<file path="config.mk">
export PLATFORM = sky130hd
export DESIGN_NAME = bc5_block_decoder_twiddled_top
export DESIGN_NICKNAME = d
export VERILOG_FILES = /design/src/rtl/core/bc5_pkg.sv /design/src/rtl/core/bc5_block_decoder_twiddled_top.sv /design/src/rtl/core/bc5_lerp7.sv /design/src/rtl/core/bc5_addr_gen.sv
export SDC_FILE = /design/constraint.sdc
export NUM_CORES = 1
export LEC_CHECK = 0
export BUFFER_PORTS_ARGS = -buffer_cell sky130_fd_sc_hd__buf_2
export CORE_ASPECT_RATIO = 2
export CORE_MARGIN = 5
export CORE_UTILIZATION = 60
export CTS_CLUSTER_DIAMETER = 30
export DETAILED_ROUTE_END_ITERATION = 10
export MAX_ROUTING_LAYER = met4
export PLACE_DENSITY = 0.8
export SYNTH_ARGS = -nofsm -noshare
export SYNTH_HDL_FRONTEND = slang
export SYNTH_SLANG_ARGS = --single-unit
</file>
<file path="constraint.sdc">
create_clock -name clk_i -period 23.3 [get_ports clk_i]
set_input_delay 2.33 -clock clk_i [delete_from_list [all_inputs] [get_ports clk_i]]
set_output_delay 2.33 -clock clk_i [all_outputs]
set_load 0.02 [all_outputs]
</file>
<file path="src/rtl/core/bc5_pkg.sv">
// ----------------------------------------------------------------------------
// bc5_pkg
// Shared types, constants and the helper function of the two-channel block
// decoder with twiddled addressing.
// ----------------------------------------------------------------------------
package bc5_pkg;

  localparam int unsigned ENDPT_W    = 8;
  localparam int unsigned INDEX_W    = 3;
  localparam int unsigned HALF_W     = 64;
  localparam int unsigned BLOCK_W    = 2 * HALF_W;
  localparam int unsigned TEXELS     = 16;
  localparam int unsigned TEXEL_IDX_W = $clog2(TEXELS);
  localparam int unsigned IDX_BASE   = 2 * ENDPT_W;

  localparam int unsigned ADDR_W     = 21;
  localparam int unsigned IN_BLK_W   = 5;
  localparam int unsigned BASE_W     = ADDR_W - IN_BLK_W;

  localparam int unsigned CFG_W      = 9;
  localparam int unsigned OUT_DATA_W = 40;

  // floor(n / 7) for n < 5461 as (n * RECIP7) >> RECIP7_SHIFT
  localparam int unsigned NUM_W        = 11;
  localparam int unsigned RECIP7_SHIFT = 14;
  localparam int unsigned RECIP7_W     = 12;
  localparam logic [RECIP7_W-1:0] RECIP7 = 12'd2341;
  localparam logic [INDEX_W-1:0]  IDX_MAX = 3'd7;

  localparam logic [TEXEL_IDX_W-1:0] LAST_TEXEL = 4'd15;

  typedef enum logic [0:0] {
    CFG_WIDTH  = 1'b0,
    CFG_HEIGHT = 1'b1
  } cfg_reg_e;

  // morton offset of texel k inside the 4x4 block, in bytes
  function automatic logic [IN_BLK_W-1:0] in_blk_offset(input logic [TEXEL_IDX_W-1:0] k);
    return {k[1], k[3], k[0], k[2], 1'b0};
  endfunction

endpackage

</file>
<file path="src/rtl/core/bc5_block_decoder_twiddled_top.sv">
// ----------------------------------------------------------------------------
// bc5_block_decoder_twiddled_top
// Two-channel compressed block decoder emitting sixteen texels per block,
// each with its twiddled byte address.
//
// Usage:
//   s_axis carries one 16-byte block per transaction: bits 63:0 the red half,
//   bits 127:64 the green half. m_axis carries one texel per transaction, in
//   row order; tlast marks the sixteenth texel of a block.
//   Sizes are written through cfg_we_i / cfg_addr_i / cfg_wdata_i while the
//   block is idle; the side of the morton square follows the smaller size.
//   Path: a block taken on s_axis passes the input buffer and the current
//   block register before its first texel is loaded into the output register.
//   Throughput: one texel per cycle unless m_axis_tready_i stalls the output,
//   set by the single output register. A one-block input buffer takes the next
//   block while the current one is still being emitted.
//   Reset clears all valid flags, sets both sizes to one and puts the block
//   position at row 0, column 0.
//   When m_axis_tready_i is low the output register holds its texel, the
//   current block stops, and s_axis_tready_o drops once the buffer is full.
// ----------------------------------------------------------------------------
module bc5_block_decoder_twiddled_top #(
  parameter int unsigned MAX_SIDE_BLOCKS = 256,
  parameter int unsigned MORTON_BITS     = 5
) (
  input  logic                             clk_i,
  input  logic                             rst_ni,
  input  logic                             cfg_we_i,
  input  bc5_pkg::cfg_reg_e                cfg_addr_i,
  input  logic [bc5_pkg::CFG_W-1:0]        cfg_wdata_i,
  input  logic                             s_axis_tvalid_i,
  output logic                             s_axis_tready_o,
  // block_low, block_high
  input  logic [bc5_pkg::BLOCK_W-1:0]      s_axis_tdata_i,
  output logic                             m_axis_tvalid_o,
  input  logic                             m_axis_tready_i,
  // texel_red, texel_green, byte_address, zero pad
  output logic [bc5_pkg::OUT_DATA_W-1:0]   m_axis_tdata_o,
  output logic                             m_axis_tlast_o
);
  import bc5_pkg::*;

  logic                   hold_valid_q, hold_valid_d;
  logic [BLOCK_W-1:0]     hold_data_q;
  logic                   cur_valid_q, cur_valid_d;
  logic [BLOCK_W-1:0]     cur_data_q;
  logic [BASE_W-1:0]      cur_base_q;
  logic [TEXEL_IDX_W-1:0] cur_k_q, cur_k_d;
  logic                   out_valid_q, out_valid_d;
  logic [ENDPT_W-1:0]     out_red_q, out_green_q;
  logic [ADDR_W-1:0]      out_addr_q;
  logic                   out_last_q;

  logic                   in_acc, out_free, cur_adv, cur_done, cur_load;
  logic [BASE_W-1:0]      base;
  logic [HALF_W-1:0]      cur_lo, cur_hi;
  logic [INDEX_W-1:0]     red_idx, green_idx;
  logic [ENDPT_W-1:0]     red_val, green_val;

  assign s_axis_tready_o = !hold_valid_q;
  assign in_acc   = s_axis_tvalid_i && s_axis_tready_o;
  assign out_free = !out_valid_q || m_axis_tready_i;
  assign cur_adv  = cur_valid_q && out_free;
  assign cur_done = cur_adv && (cur_k_q == LAST_TEXEL);
  assign cur_load = hold_valid_q && (!cur_valid_q || cur_done);

  bc5_addr_gen #(
    .MAX_SIDE_BLOCKS(MAX_SIDE_BLOCKS),
    .MORTON_BITS    (MORTON_BITS)
  ) u_addr_gen (
    .clk_i      (clk_i),
    .rst_ni     (rst_ni),
    .cfg_we_i   (cfg_we_i),
    .cfg_addr_i (cfg_addr_i),
    .cfg_wdata_i(cfg_wdata_i),
    .step_i     (cur_load),
    .base_o     (base)
  );

  assign cur_lo    = cur_data_q[HALF_W-1:0];
  assign cur_hi    = cur_data_q[BLOCK_W-1:HALF_W];
  assign red_idx   = cur_lo[IDX_BASE + INDEX_W*cur_k_q +: INDEX_W];
  assign green_idx = cur_hi[IDX_BASE + INDEX_W*cur_k_q +: INDEX_W];

  bc5_lerp7 u_lerp_red (
    .e0_i   (cur_lo[ENDPT_W-1:0]),
    .e1_i   (cur_lo[2*ENDPT_W-1:ENDPT_W]),
    .idx_i  (red_idx),
    .value_o(red_val)
  );

  bc5_lerp7 u_lerp_green (
    .e0_i   (cur_hi[ENDPT_W-1:0]),
    .e1_i   (cur_hi[2*ENDPT_W-1:ENDPT_W]),
    .idx_i  (green_idx),
    .value_o(green_val)
  );

  always_comb begin
    hold_valid_d = hold_valid_q;
    if (in_acc) begin
      hold_valid_d = 1'b1;
    end else if (cur_load) begin
      hold_valid_d = 1'b0;
    end

    cur_valid_d = cur_valid_q;
    cur_k_d     = cur_k_q;
    if (cur_load) begin
      cur_valid_d = 1'b1;
      cur_k_d     = '0;
    end else if (cur_done) begin
      cur_valid_d = 1'b0;
      cur_k_d     = '0;
    end else if (cur_adv) begin
      cur_k_d = cur_k_q + TEXEL_IDX_W'(1);
    end

    out_valid_d = out_valid_q;
    if (cur_adv) begin
      out_valid_d = 1'b1;
    end else if (m_axis_tready_i) begin
      out_valid_d = 1'b0;
    end
  end

  always_ff @(posedge clk_i or negedge rst_ni) begin
    if (!rst_ni) begin
      hold_valid_q <= 1'b0;
      cur_valid_q  <= 1'b0;
      cur_k_q      <= '0;
      out_valid_q  <= 1'b0;
    end else begin
      hold_valid_q <= hold_valid_d;
      cur_valid_q  <= cur_valid_d;
      cur_k_q      <= cur_k_d;
      out_valid_q  <= out_valid_d;
    end
  end

  always_ff @(posedge clk_i) begin
    if (in_acc) begin
      hold_data_q <= s_axis_tdata_i;
    end
    if (cur_load) begin
      cur_data_q <= hold_data_q;
      cur_base_q <= base;
    end
    if (cur_adv) begin
      out_red_q   <= red_val;
      out_green_q <= green_val;
      out_addr_q  <= {cur_base_q, in_blk_offset(cur_k_q)};
      out_last_q  <= (cur_k_q == LAST_TEXEL);
    end
  end

  assign m_axis_tvalid_o = out_valid_q;
  assign m_axis_tlast_o  = out_last_q;
  assign m_axis_tdata_o  = OUT_DATA_W'({out_addr_q, out_green_q, out_red_q});

`ifndef SYNTH
  a_load_when_free: assert property (@(posedge clk_i) disable iff (!rst_ni)
    (hold_valid_q && !cur_valid_q) |=> cur_valid_q)
    else $error("buffered block not moved into empty decoder");

  a_idle_count: assert property (@(posedge clk_i) disable iff (!rst_ni)
    (cur_k_q != '0) |-> cur_valid_q)
    else $error("texel count running without a block");

  a_last_addr: assert property (@(posedge clk_i) disable iff (!rst_ni)
    (out_valid_q && out_last_q) |-> (out_addr_q[IN_BLK_W-1:0] == in_blk_offset(LAST_TEXEL)))
    else $error("last texel carries wrong in-block offset");
`endif

endmodule

</file>
<file path="src/rtl/core/bc5_lerp7.sv">
// ----------------------------------------------------------------------------
// bc5_lerp7
// One channel of the palette: floor((e0*(7-i) + e1*i) / 7) in exact integer
// arithmetic, the division done as a reciprocal multiply.
// ----------------------------------------------------------------------------
module bc5_lerp7 (
  input  logic [bc5_pkg::ENDPT_W-1:0] e0_i,
  input  logic [bc5_pkg::ENDPT_W-1:0] e1_i,
  input  logic [bc5_pkg::INDEX_W-1:0] idx_i,
  output logic [bc5_pkg::ENDPT_W-1:0] value_o
);
  import bc5_pkg::*;

  localparam int unsigned ProdW = NUM_W + RECIP7_W;

  logic [INDEX_W-1:0] inv_idx;
  logic [NUM_W-1:0]   num;
  logic [ProdW-1:0]   prod;

  always_comb begin
    inv_idx = IDX_MAX - idx_i;
    num     = NUM_W'(e0_i) * NUM_W'(inv_idx) + NUM_W'(e1_i) * NUM_W'(idx_i);
    prod    = ProdW'(num) * ProdW'(RECIP7);
    value_o = prod[RECIP7_SHIFT +: ENDPT_W];
  end

endmodule

</file>
<file path="src/rtl/core/bc5_addr_gen.sv">
// ----------------------------------------------------------------------------
// bc5_addr_gen
// Size registers, block row/column counters and the twiddled base address
// of the block at the current position.
// ----------------------------------------------------------------------------
module bc5_addr_gen #(
  parameter int unsigned MAX_SIDE_BLOCKS = 256,
  parameter int unsigned MORTON_BITS     = 5
) (
  input  logic                        clk_i,
  input  logic                        rst_ni,
  input  logic                        cfg_we_i,
  input  bc5_pkg::cfg_reg_e           cfg_addr_i,
  input  logic [bc5_pkg::CFG_W-1:0]   cfg_wdata_i,
  input  logic                        step_i,
  output logic [bc5_pkg::BASE_W-1:0]  base_o
);
  import bc5_pkg::*;

  localparam int unsigned CntW  = (MAX_SIDE_BLOCKS > 1) ? $clog2(MAX_SIDE_BLOCKS) : 1;
  localparam int unsigned SizeW = $clog2(MAX_SIDE_BLOCKS + 1);
  localparam int unsigned SbW   = $clog2(MORTON_BITS + 1);
  localparam int unsigned ExtW  = CntW + MORTON_BITS;
  localparam int unsigned MortW = 2 * MORTON_BITS;
  localparam int unsigned WideW = CntW + 1 + MortW;

  logic [CFG_W-1:0] width_q, width_d;
  logic [CFG_W-1:0] height_q, height_d;
  logic [CntW-1:0]  col_q, col_d;
  logic [CntW-1:0]  row_q, row_d;

  logic [SizeW-1:0] eff_w, eff_h, min_side;
  logic [SbW-1:0]   side_bits;
  logic [CntW-1:0]  mask;
  logic [ExtW-1:0]  col_x, row_x;
  logic [MortW-1:0] morton;
  logic [CntW:0]    squares;
  logic [WideW-1:0] base_wide;
  logic [CntW:0]    col_inc, row_inc;

  always_comb begin
    if (width_q == '0) begin
      eff_w = SizeW'(1);
    end else if (32'(width_q) > MAX_SIDE_BLOCKS) begin
      eff_w = SizeW'(MAX_SIDE_BLOCKS);
    end else begin
      eff_w = SizeW'(width_q);
    end
    if (height_q == '0) begin
      eff_h = SizeW'(1);
    end else if (32'(height_q) > MAX_SIDE_BLOCKS) begin
      eff_h = SizeW'(MAX_SIDE_BLOCKS);
    end else begin
      eff_h = SizeW'(height_q);
    end
    min_side = (eff_w < eff_h) ? eff_w : eff_h;

    side_bits = '0;
    for (int b = 1; b <= int'(MORTON_BITS); b++) begin
      if (32'(min_side) >= (32'd1 << b)) begin
        side_bits = SbW'(b);
      end
    end

    for (int b = 0; b < int'(CntW); b++) begin
      mask[b] = (32'(b) < 32'(side_bits));
    end
    col_x = ExtW'(col_q & mask);
    row_x = ExtW'(row_q & mask);
    for (int b = 0; b < int'(MORTON_BITS); b++) begin
      morton[2*b]   = row_x[b];
      morton[2*b+1] = col_x[b];
    end

    squares   = (CntW+1)'(col_q >> side_bits) + (CntW+1)'(row_q >> side_bits);
    base_wide = (WideW'(squares) << {side_bits, 1'b0}) + WideW'(morton);
    base_o    = BASE_W'(base_wide);
  end

  // position of the next block
  always_comb begin
    col_d   = col_q;
    row_d   = row_q;
    col_inc = (CntW+1)'(col_q) + (CntW+1)'(1);
    row_inc = (CntW+1)'(row_q) + (CntW+1)'(1);
    if (step_i) begin
      if (32'(col_inc) >= 32'(eff_w)) begin
        col_d = '0;
        if (32'(row_inc) >= 32'(eff_h)) begin
          row_d = '0;
        end else begin
          row_d = CntW'(row_inc);
        end
      end else begin
        col_d = CntW'(col_inc);
      end
    end
  end

  always_comb begin
    width_d  = width_q;
    height_d = height_q;
    if (cfg_we_i) begin
      case (cfg_addr_i)
        CFG_WIDTH:  width_d  = cfg_wdata_i;
        CFG_HEIGHT: height_d = cfg_wdata_i;
        default: ;
      endcase
    end
  end

  always_ff @(posedge clk_i or negedge rst_ni) begin
    if (!rst_ni) begin
      width_q  <= CFG_W'(1);
      height_q <= CFG_W'(1);
      col_q    <= '0;
      row_q    <= '0;
    end else begin
      width_q  <= width_d;
      height_q <= height_d;
      col_q    <= col_d;
      row_q    <= row_d;
    end
  end

endmodule

</file>
# After elaboration in Yosys (flattened, before gate mapping)
# Cells that the tools add are included.
[word_totals]
register_bits = 350
in_bits = 143
out_inout_bits = 43
word_cells = 95
[op_classes]
n_addsub = 10
mul = 7
n_lt_le_gt_ge = 15
eq_ne = 1
n_shift = 5
n_mux = 21
bitwise_logic = 3
n_reduce_logical = 18
[op_table]
columns = ["operator", "n"]
rows = [
  ["64-bit by 33-bit variable part select with 3-bit output", 1],
  ["64-bit by 8-bit variable part select with 3-bit output", 1],
  ["9-bit 2-to-1 mux", 5],
  ["11-bit by 12-bit multiplier with 22-bit output, second input constant", 2],
  ["8-bit by 3-bit multiplier with 11-bit output", 4],
  ["11-bit adder", 2],
  ["8-bit by 1-bit adder with 9-bit output, second input constant", 2],
  ["9-bit >= comparator", 2],
  ["9-bit > comparator, second input constant", 2],
  ["9-bit logical NOT", 2],
  ["8-bit by 3-bit right shift with 9-bit output", 2],
  ["16-bit by 10-bit adder with 16-bit output", 1],
  ["8-bit 2-to-1 mux", 2],
  ["9-bit by 4-bit << shifter with 16-bit output", 1],
  ["4-bit 2-to-1 mux", 3],
  ["5-bit AND", 2],
  ["9-bit adder", 1],
  ["9-bit by 2-bit >= comparator with 1-bit output, second input constant", 1],
  ["9-bit by 3-bit >= comparator with 1-bit output, second input constant", 1],
  ["9-bit by 4-bit >= comparator with 1-bit output, second input constant", 1],
  ["9-bit by 5-bit >= comparator with 1-bit output, second input constant", 1],
  ["9-bit by 6-bit >= comparator with 1-bit output, second input constant", 1],
  ["9-bit less-than comparator", 1],
  ["5-bit by 6-bit adder with 7-bit output, first input constant", 1],
  ["other kinds (17)", 38],
]

# Logic depth before layout (Yosys ltp)
# Gate-level depths: netlist (run 1).
[logic_depth]
depth_word = 15
ltp_mapped = 43
mapped_depth_nobuf = 38

# Modules after synthesis
# A second synthesis (run 1) with hierarchy kept.
[unflattened]
hier_cells = 1609
area_unflattened_um2 = 20757.4
[by_module_without_submodules]
columns = ["module", "instances", "cells_each", "area_per_inst_um2", "seq_area_each_um2"]
rows = [
  ["bc5_block_decoder_twiddled_top", 1, 415, 10488.8, 9454.1],
  ["bc5_addr_gen", 1, 498, 4096.4, 853.3],
  ["bc5_lerp7 (u_lerp_green)", 1, 350, 3095.5, 0.0],
  ["bc5_lerp7 (u_lerp_red)", 1, 346, 3076.7, 0.0],
]

# Worst setup path after synthesis (run 1)
# OpenSTA, ideal clock, no wires.
[synth_timing]
path_type = "register to register"
from = "register cur_k_q[0]"
to = "register out_red_q[7] (data pin)"
setup_time_ns = 0.261
arrival_time_ns = 9.686
required_time_ns = 23.039
setup_slack_ns = 13.353
path_stages_with_launch = 42
path_buffers = 5
synth_period_minus_slack_ns = 9.947
path_cell_list = "dfrtp_1 buf_4 buf_4 buf_2 buf_1 mux2i_1 a221oi_1 o21ai_0 nand2_1 clkbuf_1 nand2_1 fa_1 inv_1 fa_1 fa_1 fa_1 a21o_1 a21oi_1 [6 not listed] ha_1 inv_1 fa_1 inv_1 ha_1 fa_1 ha_1 a21o_1 a21oi_1 nor2b_1 o21ai_0 nand2b_1 a21oi_1 a21boi_1 o21a_1 o211a_1 or4_1 o311a_1"
[synth_via]
elab_chain_len = 7
elab_cells_between_ends = 8
cone_classes = "3 x add/sub; 4 x mul; 1 x shift"
[synth_rtl]
columns = ["item", "line", "rtl"]
rows = [
  ["start, declared", "bc5_block_decoder_twiddled_top.sv:48", "logic [TEXEL_IDX_W-1:0] cur_k_q, cur_k_d;"],
  ["start signal, assigned", "bc5_block_decoder_twiddled_top.sv:136", "cur_k_q <= cur_k_d;"],
  ["2-bit by 4-bit multiplier with 6-bit output *", "bc5_block_decoder_twiddled_top.sv:82", "assign red_idx = cur_lo[IDX_BASE + INDEX_W*cur_k_q +: INDEX_W];"],
  ["5-bit by 6-bit adder with 7-bit output *", "bc5_block_decoder_twiddled_top.sv:82", ""],
  ["64-bit by 33-bit variable part select with 3-bit output *", "bc5_block_decoder_twiddled_top.sv:82", ""],
  ["3-bit subtractor", "bc5_lerp7.sv:21", "inv_idx = IDX_MAX - idx_i;"],
  ["8-bit by 3-bit multiplier with 11-bit output", "bc5_lerp7.sv:22", "num = NUM_W'(e0_i) * NUM_W'(inv_idx) + NUM_W'(e1_i) * NUM_W'(idx_i);"],
  ["11-bit adder *", "bc5_lerp7.sv:22", ""],
  ["11-bit by 12-bit multiplier with 22-bit output *", "bc5_lerp7.sv:23", "prod = ProdW'(num) * ProdW'(RECIP7);"],
  ["via red_val[7]", "bc5_block_decoder_twiddled_top.sv:58", "logic [ENDPT_W-1:0] red_val, green_val;"],
  ["end signal, assigned", "bc5_block_decoder_twiddled_top.sv:150", "out_red_q <= red_val;"],
  ["end, declared", "bc5_block_decoder_twiddled_top.sv:50", "logic [ENDPT_W-1:0] out_red_q, out_green_q;"],
]
# Mark *: on every way through the listed nets, which the timed path passes. The rest lies on a longest branch.
# A chain may end at the register's enable or synchronous reset.

# Worst setup path in the final report (run 1)
[layout_timing]
from = "register cur_k_q[1]"
to = "register out_red_q[7] (data pin)"
# Same word-level chain as after synthesis.

==> run_results.csv, run 1 <==
group,metric,value,unit
status,status,"completed",
clock_tree,cts_buffer_depth,3,
floorplan,core_area,33400,sq um
min_path,worstHoldPathType,"reg2reg",
timing,hold_viol_final,0,
critical_path,crit_arrival,10830,ps
synth,yosysTopAreaCell,"edfxtp_1",
floorplan,initial_core_util,0.602,
finish,nets,2192,
synth,async_flop_share,0.117,
floorplan,io_pins,186,
global_routing,grt_overflow_total,0,
critical_path,critical-path-max-stage-delay,880,ps
synth,synth_fa_ha_area_frac,0.212,
clock_tree,clock_latency,550,ps
finish,layout_common_cells,"309 x edfxtp_1, 197 x ha_1, 181 x buf_2",
synth,synth_enable_flop_cells,309,
critical_path,reg2reg_slack,12770,ps
critical_path,required,23600,ps
timing,fin_crit,10530,ps
global_routing,antenna_found_initial,0,
drt,vias,12691,
critical_path,worst_setup_path_start_kind,"flip-flop",
synth,synth_cell_type_count,74,
timing,worstMarginPinSlew,1060,ps
finish,final_common_cell,"edfxtp_1",
timing,final-setup-viol-count,0,
floorplan,row_count,95,
critical_path,timing.critical_path.mode_cell,"fa_1",
critical_path,worstPathMaxFanout,17,
global_routing,grt_max_degree,89,
synth,ys.flop_type,"edfxtp_1",
synth,synthTopCellsByArea,"edfxtp_1 46%, ha_1 12%, fa_1 9.0%, dfrtp_1 4.9%, inv_1 3.2%",
critical_path,crit_slowest_cell,"nor2b_1",
synth,synth-seq-area-share,0.513,
floorplan,fp.dieH,269,um
synth,ys_ff_latch,350,
finish,drive_above_1_share,0.178,
drt,totalWireLength,44.9,mm
clock_tree,numCtsBuffers,41,
critical_path,critical_path_buf_inv_count,4,
timing,fin_crit_sh,0.452,
clock_tree,h-tree-depth,2,
clock_tree,root_buffer,"clkbuf_16",
synth,yosys.area.top_type_share,0.462,
global_routing,grt_pass1_vias,13690,
drt,wl_per_cell,20.1,um
global_routing,grt_pass1_wl,70.0,mm
critical_path,crit_family,"adder cells",
floorplan,die_w,139,um
clock_tree,ctsHoldBuffers,0,
clock_tree,cts_tree,"built",
timing,max-slew-margin-rel,0.296,
global_routing,track_usage,0.248,
synth,syn_area,20100,sq um
synth,synthMuxAreaShare,0.0456,
synth,yosys.area_share.simple,0.0818,
drt,drtIter0Drc,760,
clock_tree,clock-sinks,350,
timing,slew_viol_final,0,
floorplan,dieArea,37500,sq um
synth,synth_xor_area_frac,0.0283,
finish,diodes,0,
drt,avgViaCountPerCell,5.70,
synth,synthCells,1572,
drt,postRouteAntennaNets,0,
timing,fin_setup_tns,0,ps
timing,fmax,95.0,MHz
clock_tree,cts_setup_buffers,0,
drt,dr.pass1.iters,7,
clock_tree,cts_resized,0,
critical_path,path_class,"reg2reg",
finish,area_growth,13.8,%
critical_path,cp-end-kind,"flip-flop",
placement,place.gp.congestion,0.939,
synth,synth.avg_cell_area,12.8,sq um
synth,synth_compound_area_frac,0.0762,
timing,rsz0062_at_grt,"no",
placement,portBuffers,181,
synth,ys_warn_count,0,
synth,synth_top_family_by_area,"adder cells",
drt,post-route-drc-count,0,
flow_run,drv_cap,0,
clock_tree,clk_pin_slew,60,ps
timing,finClkSkew,12.6,ps
placement,dp_hpwl,34.6,mm
-- cell usage after synthesis, types with 21 or more instances --
master,count
and2_1,26
nand2_1,157
clkbuf_1,27
a21oi_1,56
nand3_1,23
mux2_2,21
fa_1,90
edfxtp_1,309
xnor2_1,42
a21o_1,30
dfrtp_1,39
mux2i_1,41
and3_1,23
nor2_1,65
o21ai_0,44
inv_1,170
xor2_1,21
ha_1,197
-- path summary, 6_finish.rpt --
check,start,end,depth (start not counted)
worst max-delay path,cur_k_q[1],out_red_q[7],37
worst min-delay path,hold_data_q[113],cur_data_q[113],0
worst max register to register,cur_k_q[1],out_red_q[7],37
worst min register to register,hold_data_q[113],cur_data_q[113],0
max in group asynchronous,rst_ni,cur_k_q[0],1
min in group asynchronous,rst_ni,u_addr_gen.col_q[5],1
-- metrics by stage --
stage          instances  area, sq um  setup slack, ps   util  hold slack, ps
2_1_floorplan       1577        20100            13350      -             400
4_1_cts             2228        22900            12850  0.685             415
6_report            2228        22900            12770  0.685             412
3_3_place_gp        2155        21400            13130  0.642             402
5_1_grt             2228        22900            12080  0.685             416
3_5_place_dp        2155        21400            12860  0.642             405
-- sequential cells by signal, summed over array words and instances, names as in the netlist --
register and flops:
cur_data_q 128, cur_valid_q 1, u_addr_gen.col_q 8, u_addr_gen.height_q 9, cur_k_q 4, hold_valid_q 1
u_addr_gen.width_q 9, m_axis_tlast_o 1, hold_data_q 128, out_red_q 8, out_green_q 8, m_axis_tvalid_o 1
cur_base_q 16, u_addr_gen.row_q 8, out_addr_q 20
-- metal layers --
layer,up-vias,global-route usage,routed length [um]
li1,5953,-,-
met1,6163,0.244,14900
met2,441,0.475,25600
met3,134,0.0300,1880
met4,0,0.122,2510
met5,-,-,0
-- cell families after synthesis --
| kind of cell | Yosys count |
|---|---|
| other cells | 1 |
| simple gates | 352 |
| fa+ha+maj | 287 |
| compound gates | 224 |
| flops | 350 |
| xor+xnor | 64 |
| buf+inv | 220 |
| mux | 74 |
-- layout make-up --
| class | instances | area, sq um |
|---|---|---|
| tap | 436 | 546 |
| multi-input combinational | 1007 | 8970 |
| clock buffer | 43 | 1050 |
| clock inverter | 30 | 379 |
| inverter | 173 | 654 |
| fill | 2370 | 10500 |
| timing repair buffer | 189 | 966 |
| sequential | 350 | 10300 |
Power of run 1 is left out: the tool's default activity adds up to more than one toggle a clock period on the data nets, which glitch-free logic cannot reach.
==> inputs of run 2 (changes only) <==
==> constraint.sdc (replaced) <==
create_clock -name clk_i -period 10.4 [get_ports clk_i]
set_input_delay 1.04 -clock clk_i [delete_from_list [all_inputs] [get_ports clk_i]]
set_output_delay 1.04 -clock clk_i [all_outputs]
set_load 0.02 [all_outputs]
==> run_results.csv, run 2 (synthesis results as in run 1) <==
group,metric,value,unit
status,status,"completed",
timing,finClkSkew,15.7,ps
drt,postRouteAntennaNets,0,
critical_path,cp-end-kind,"flip-flop",
drt,dr.pass1.iters,7,
timing,rsz0062_at_grt,"no",
clock_tree,ctsHoldBuffers,0,
drt,vias,12807,
critical_path,crit_family,"adder cells",
critical_path,crit_slowest_cell,"dfrtp_4",
drt,wl_per_cell,20.1,um
drt,drtIter0Drc,763,
critical_path,path_class,"reg2reg",
finish,final_common_cell,"edfxtp_1",
floorplan,io_pins,186,
clock_tree,numCtsBuffers,41,
timing,final-setup-viol-count,0,
timing,max-slew-margin-rel,0.233,
global_routing,grt_max_degree,93,
finish,layout_common_cells,"309 x edfxtp_1, 197 x ha_1, 181 x buf_2",
min_path,worstHoldPathType,"reg2reg",
floorplan,fp.dieH,269,um
clock_tree,clock-sinks,350,
clock_tree,h-tree-depth,2,
critical_path,critical_path_buf_inv_count,5,
critical_path,timing.critical_path.mode_cell,"fa_1",
critical_path,worstPathMaxFanout,11,
global_routing,grt_overflow_total,0,
clock_tree,clk_pin_slew,70,ps
timing,fmax,102,MHz
global_routing,grt_pass1_vias,13635,
critical_path,worst_setup_path_start_kind,"flip-flop",
floorplan,initial_core_util,0.602,
finish,drive_above_1_share,0.185,
drt,avgViaCountPerCell,5.73,
global_routing,grt_pass1_wl,70.2,mm
timing,fin_setup_tns,0,ps
global_routing,track_usage,0.249,
clock_tree,clock_latency,550,ps
finish,nets,2199,
finish,area_growth,14.3,%
placement,portBuffers,181,
drt,post-route-drc-count,0,
timing,fin_crit,9820,ps
floorplan,row_count,95,
critical_path,required,10690,ps
floorplan,die_w,139,um
global_routing,antenna_found_initial,0,
drt,totalWireLength,45.0,mm
critical_path,critical-path-max-stage-delay,590,ps
timing,worstMarginPinSlew,1150,ps
clock_tree,root_buffer,"clkbuf_16",
floorplan,dieArea,37500,sq um
finish,diodes,0,
timing,hold_viol_final,0,
critical_path,crit_arrival,10110,ps
floorplan,core_area,33400,sq um
clock_tree,cts_tree,"built",
placement,place.gp.congestion,0.955,
timing,slew_viol_final,0,
clock_tree,cts_buffer_depth,3,
flow_run,drv_cap,0,
finish,top_regs,"cur_data_q (128), hold_data_q (128), out_addr_q (20)",
timing,fin_crit_sh,0.944,
placement,dp_hpwl,35.0,mm
## run 2: cell types whose count changed in the layout (fill, tap and decap cells not counted), sizes merged
cell and change:
buf +7, clkinv +3, inv -2, clkbuf +1
## run 2: layer usage
metal	wire [um]	vias up	share of wire	track usage
li1	-	5975	-	-
met1	14600	6261	0.32	0.242
met2	25900	419	0.57	0.477
met3	1900	152	0.042	0.0275
met4	2680	0	0.060	0.134
met5	0	-	0	-
## run 2: through the flow
stage          setup slack [ps]  utilization  std cells  hold WS [ps]  area [sq um]
2_1_floorplan               453            -       1577           400         20100
6_report                    580        0.688       2237           413         23000
3_3_place_gp                686        0.643       2161           400         21500
3_5_place_dp                338        0.643       2161           405         21500
4_1_cts                     324        0.687       2236           416         22900
5_1_grt                    6.75        0.688       2237           420         23000
## run 2: worst paths after layout
check                                 end  cells after the start            from  slack (ps)
max in group asynchronous      cur_k_q[0]                      1          rst_ni        9030
min in group asynchronous     cur_valid_q                      1          rst_ni         660
max reg2reg                  out_red_q[7]                     38      cur_k_q[0]         580
max                          out_red_q[7]                     38      cur_k_q[0]         580
min                        out_addr_q[18]                      0  cur_base_q[13]         410
min reg2reg                out_addr_q[18]                      0  cur_base_q[13]         410
## run 2: what timing repair did
action | in CTS | in global routing
setup endpoints to repair | 0 | 6
setup buffers | 0 | 1
gates resized for setup | 0 | 10
## run 2: layout make-up
type	count	area, sq um
Sequential cell	350	10300
Clock buffer	44	1040
Multi-Input combinational cell	1007	9000
Tap cell	436	546
Timing Repair Buffer	196	1030
Clock inverter	31	410
Fill cell	2341	10400
Inverter	173	654
Power of run 2 is left out for the same reason.
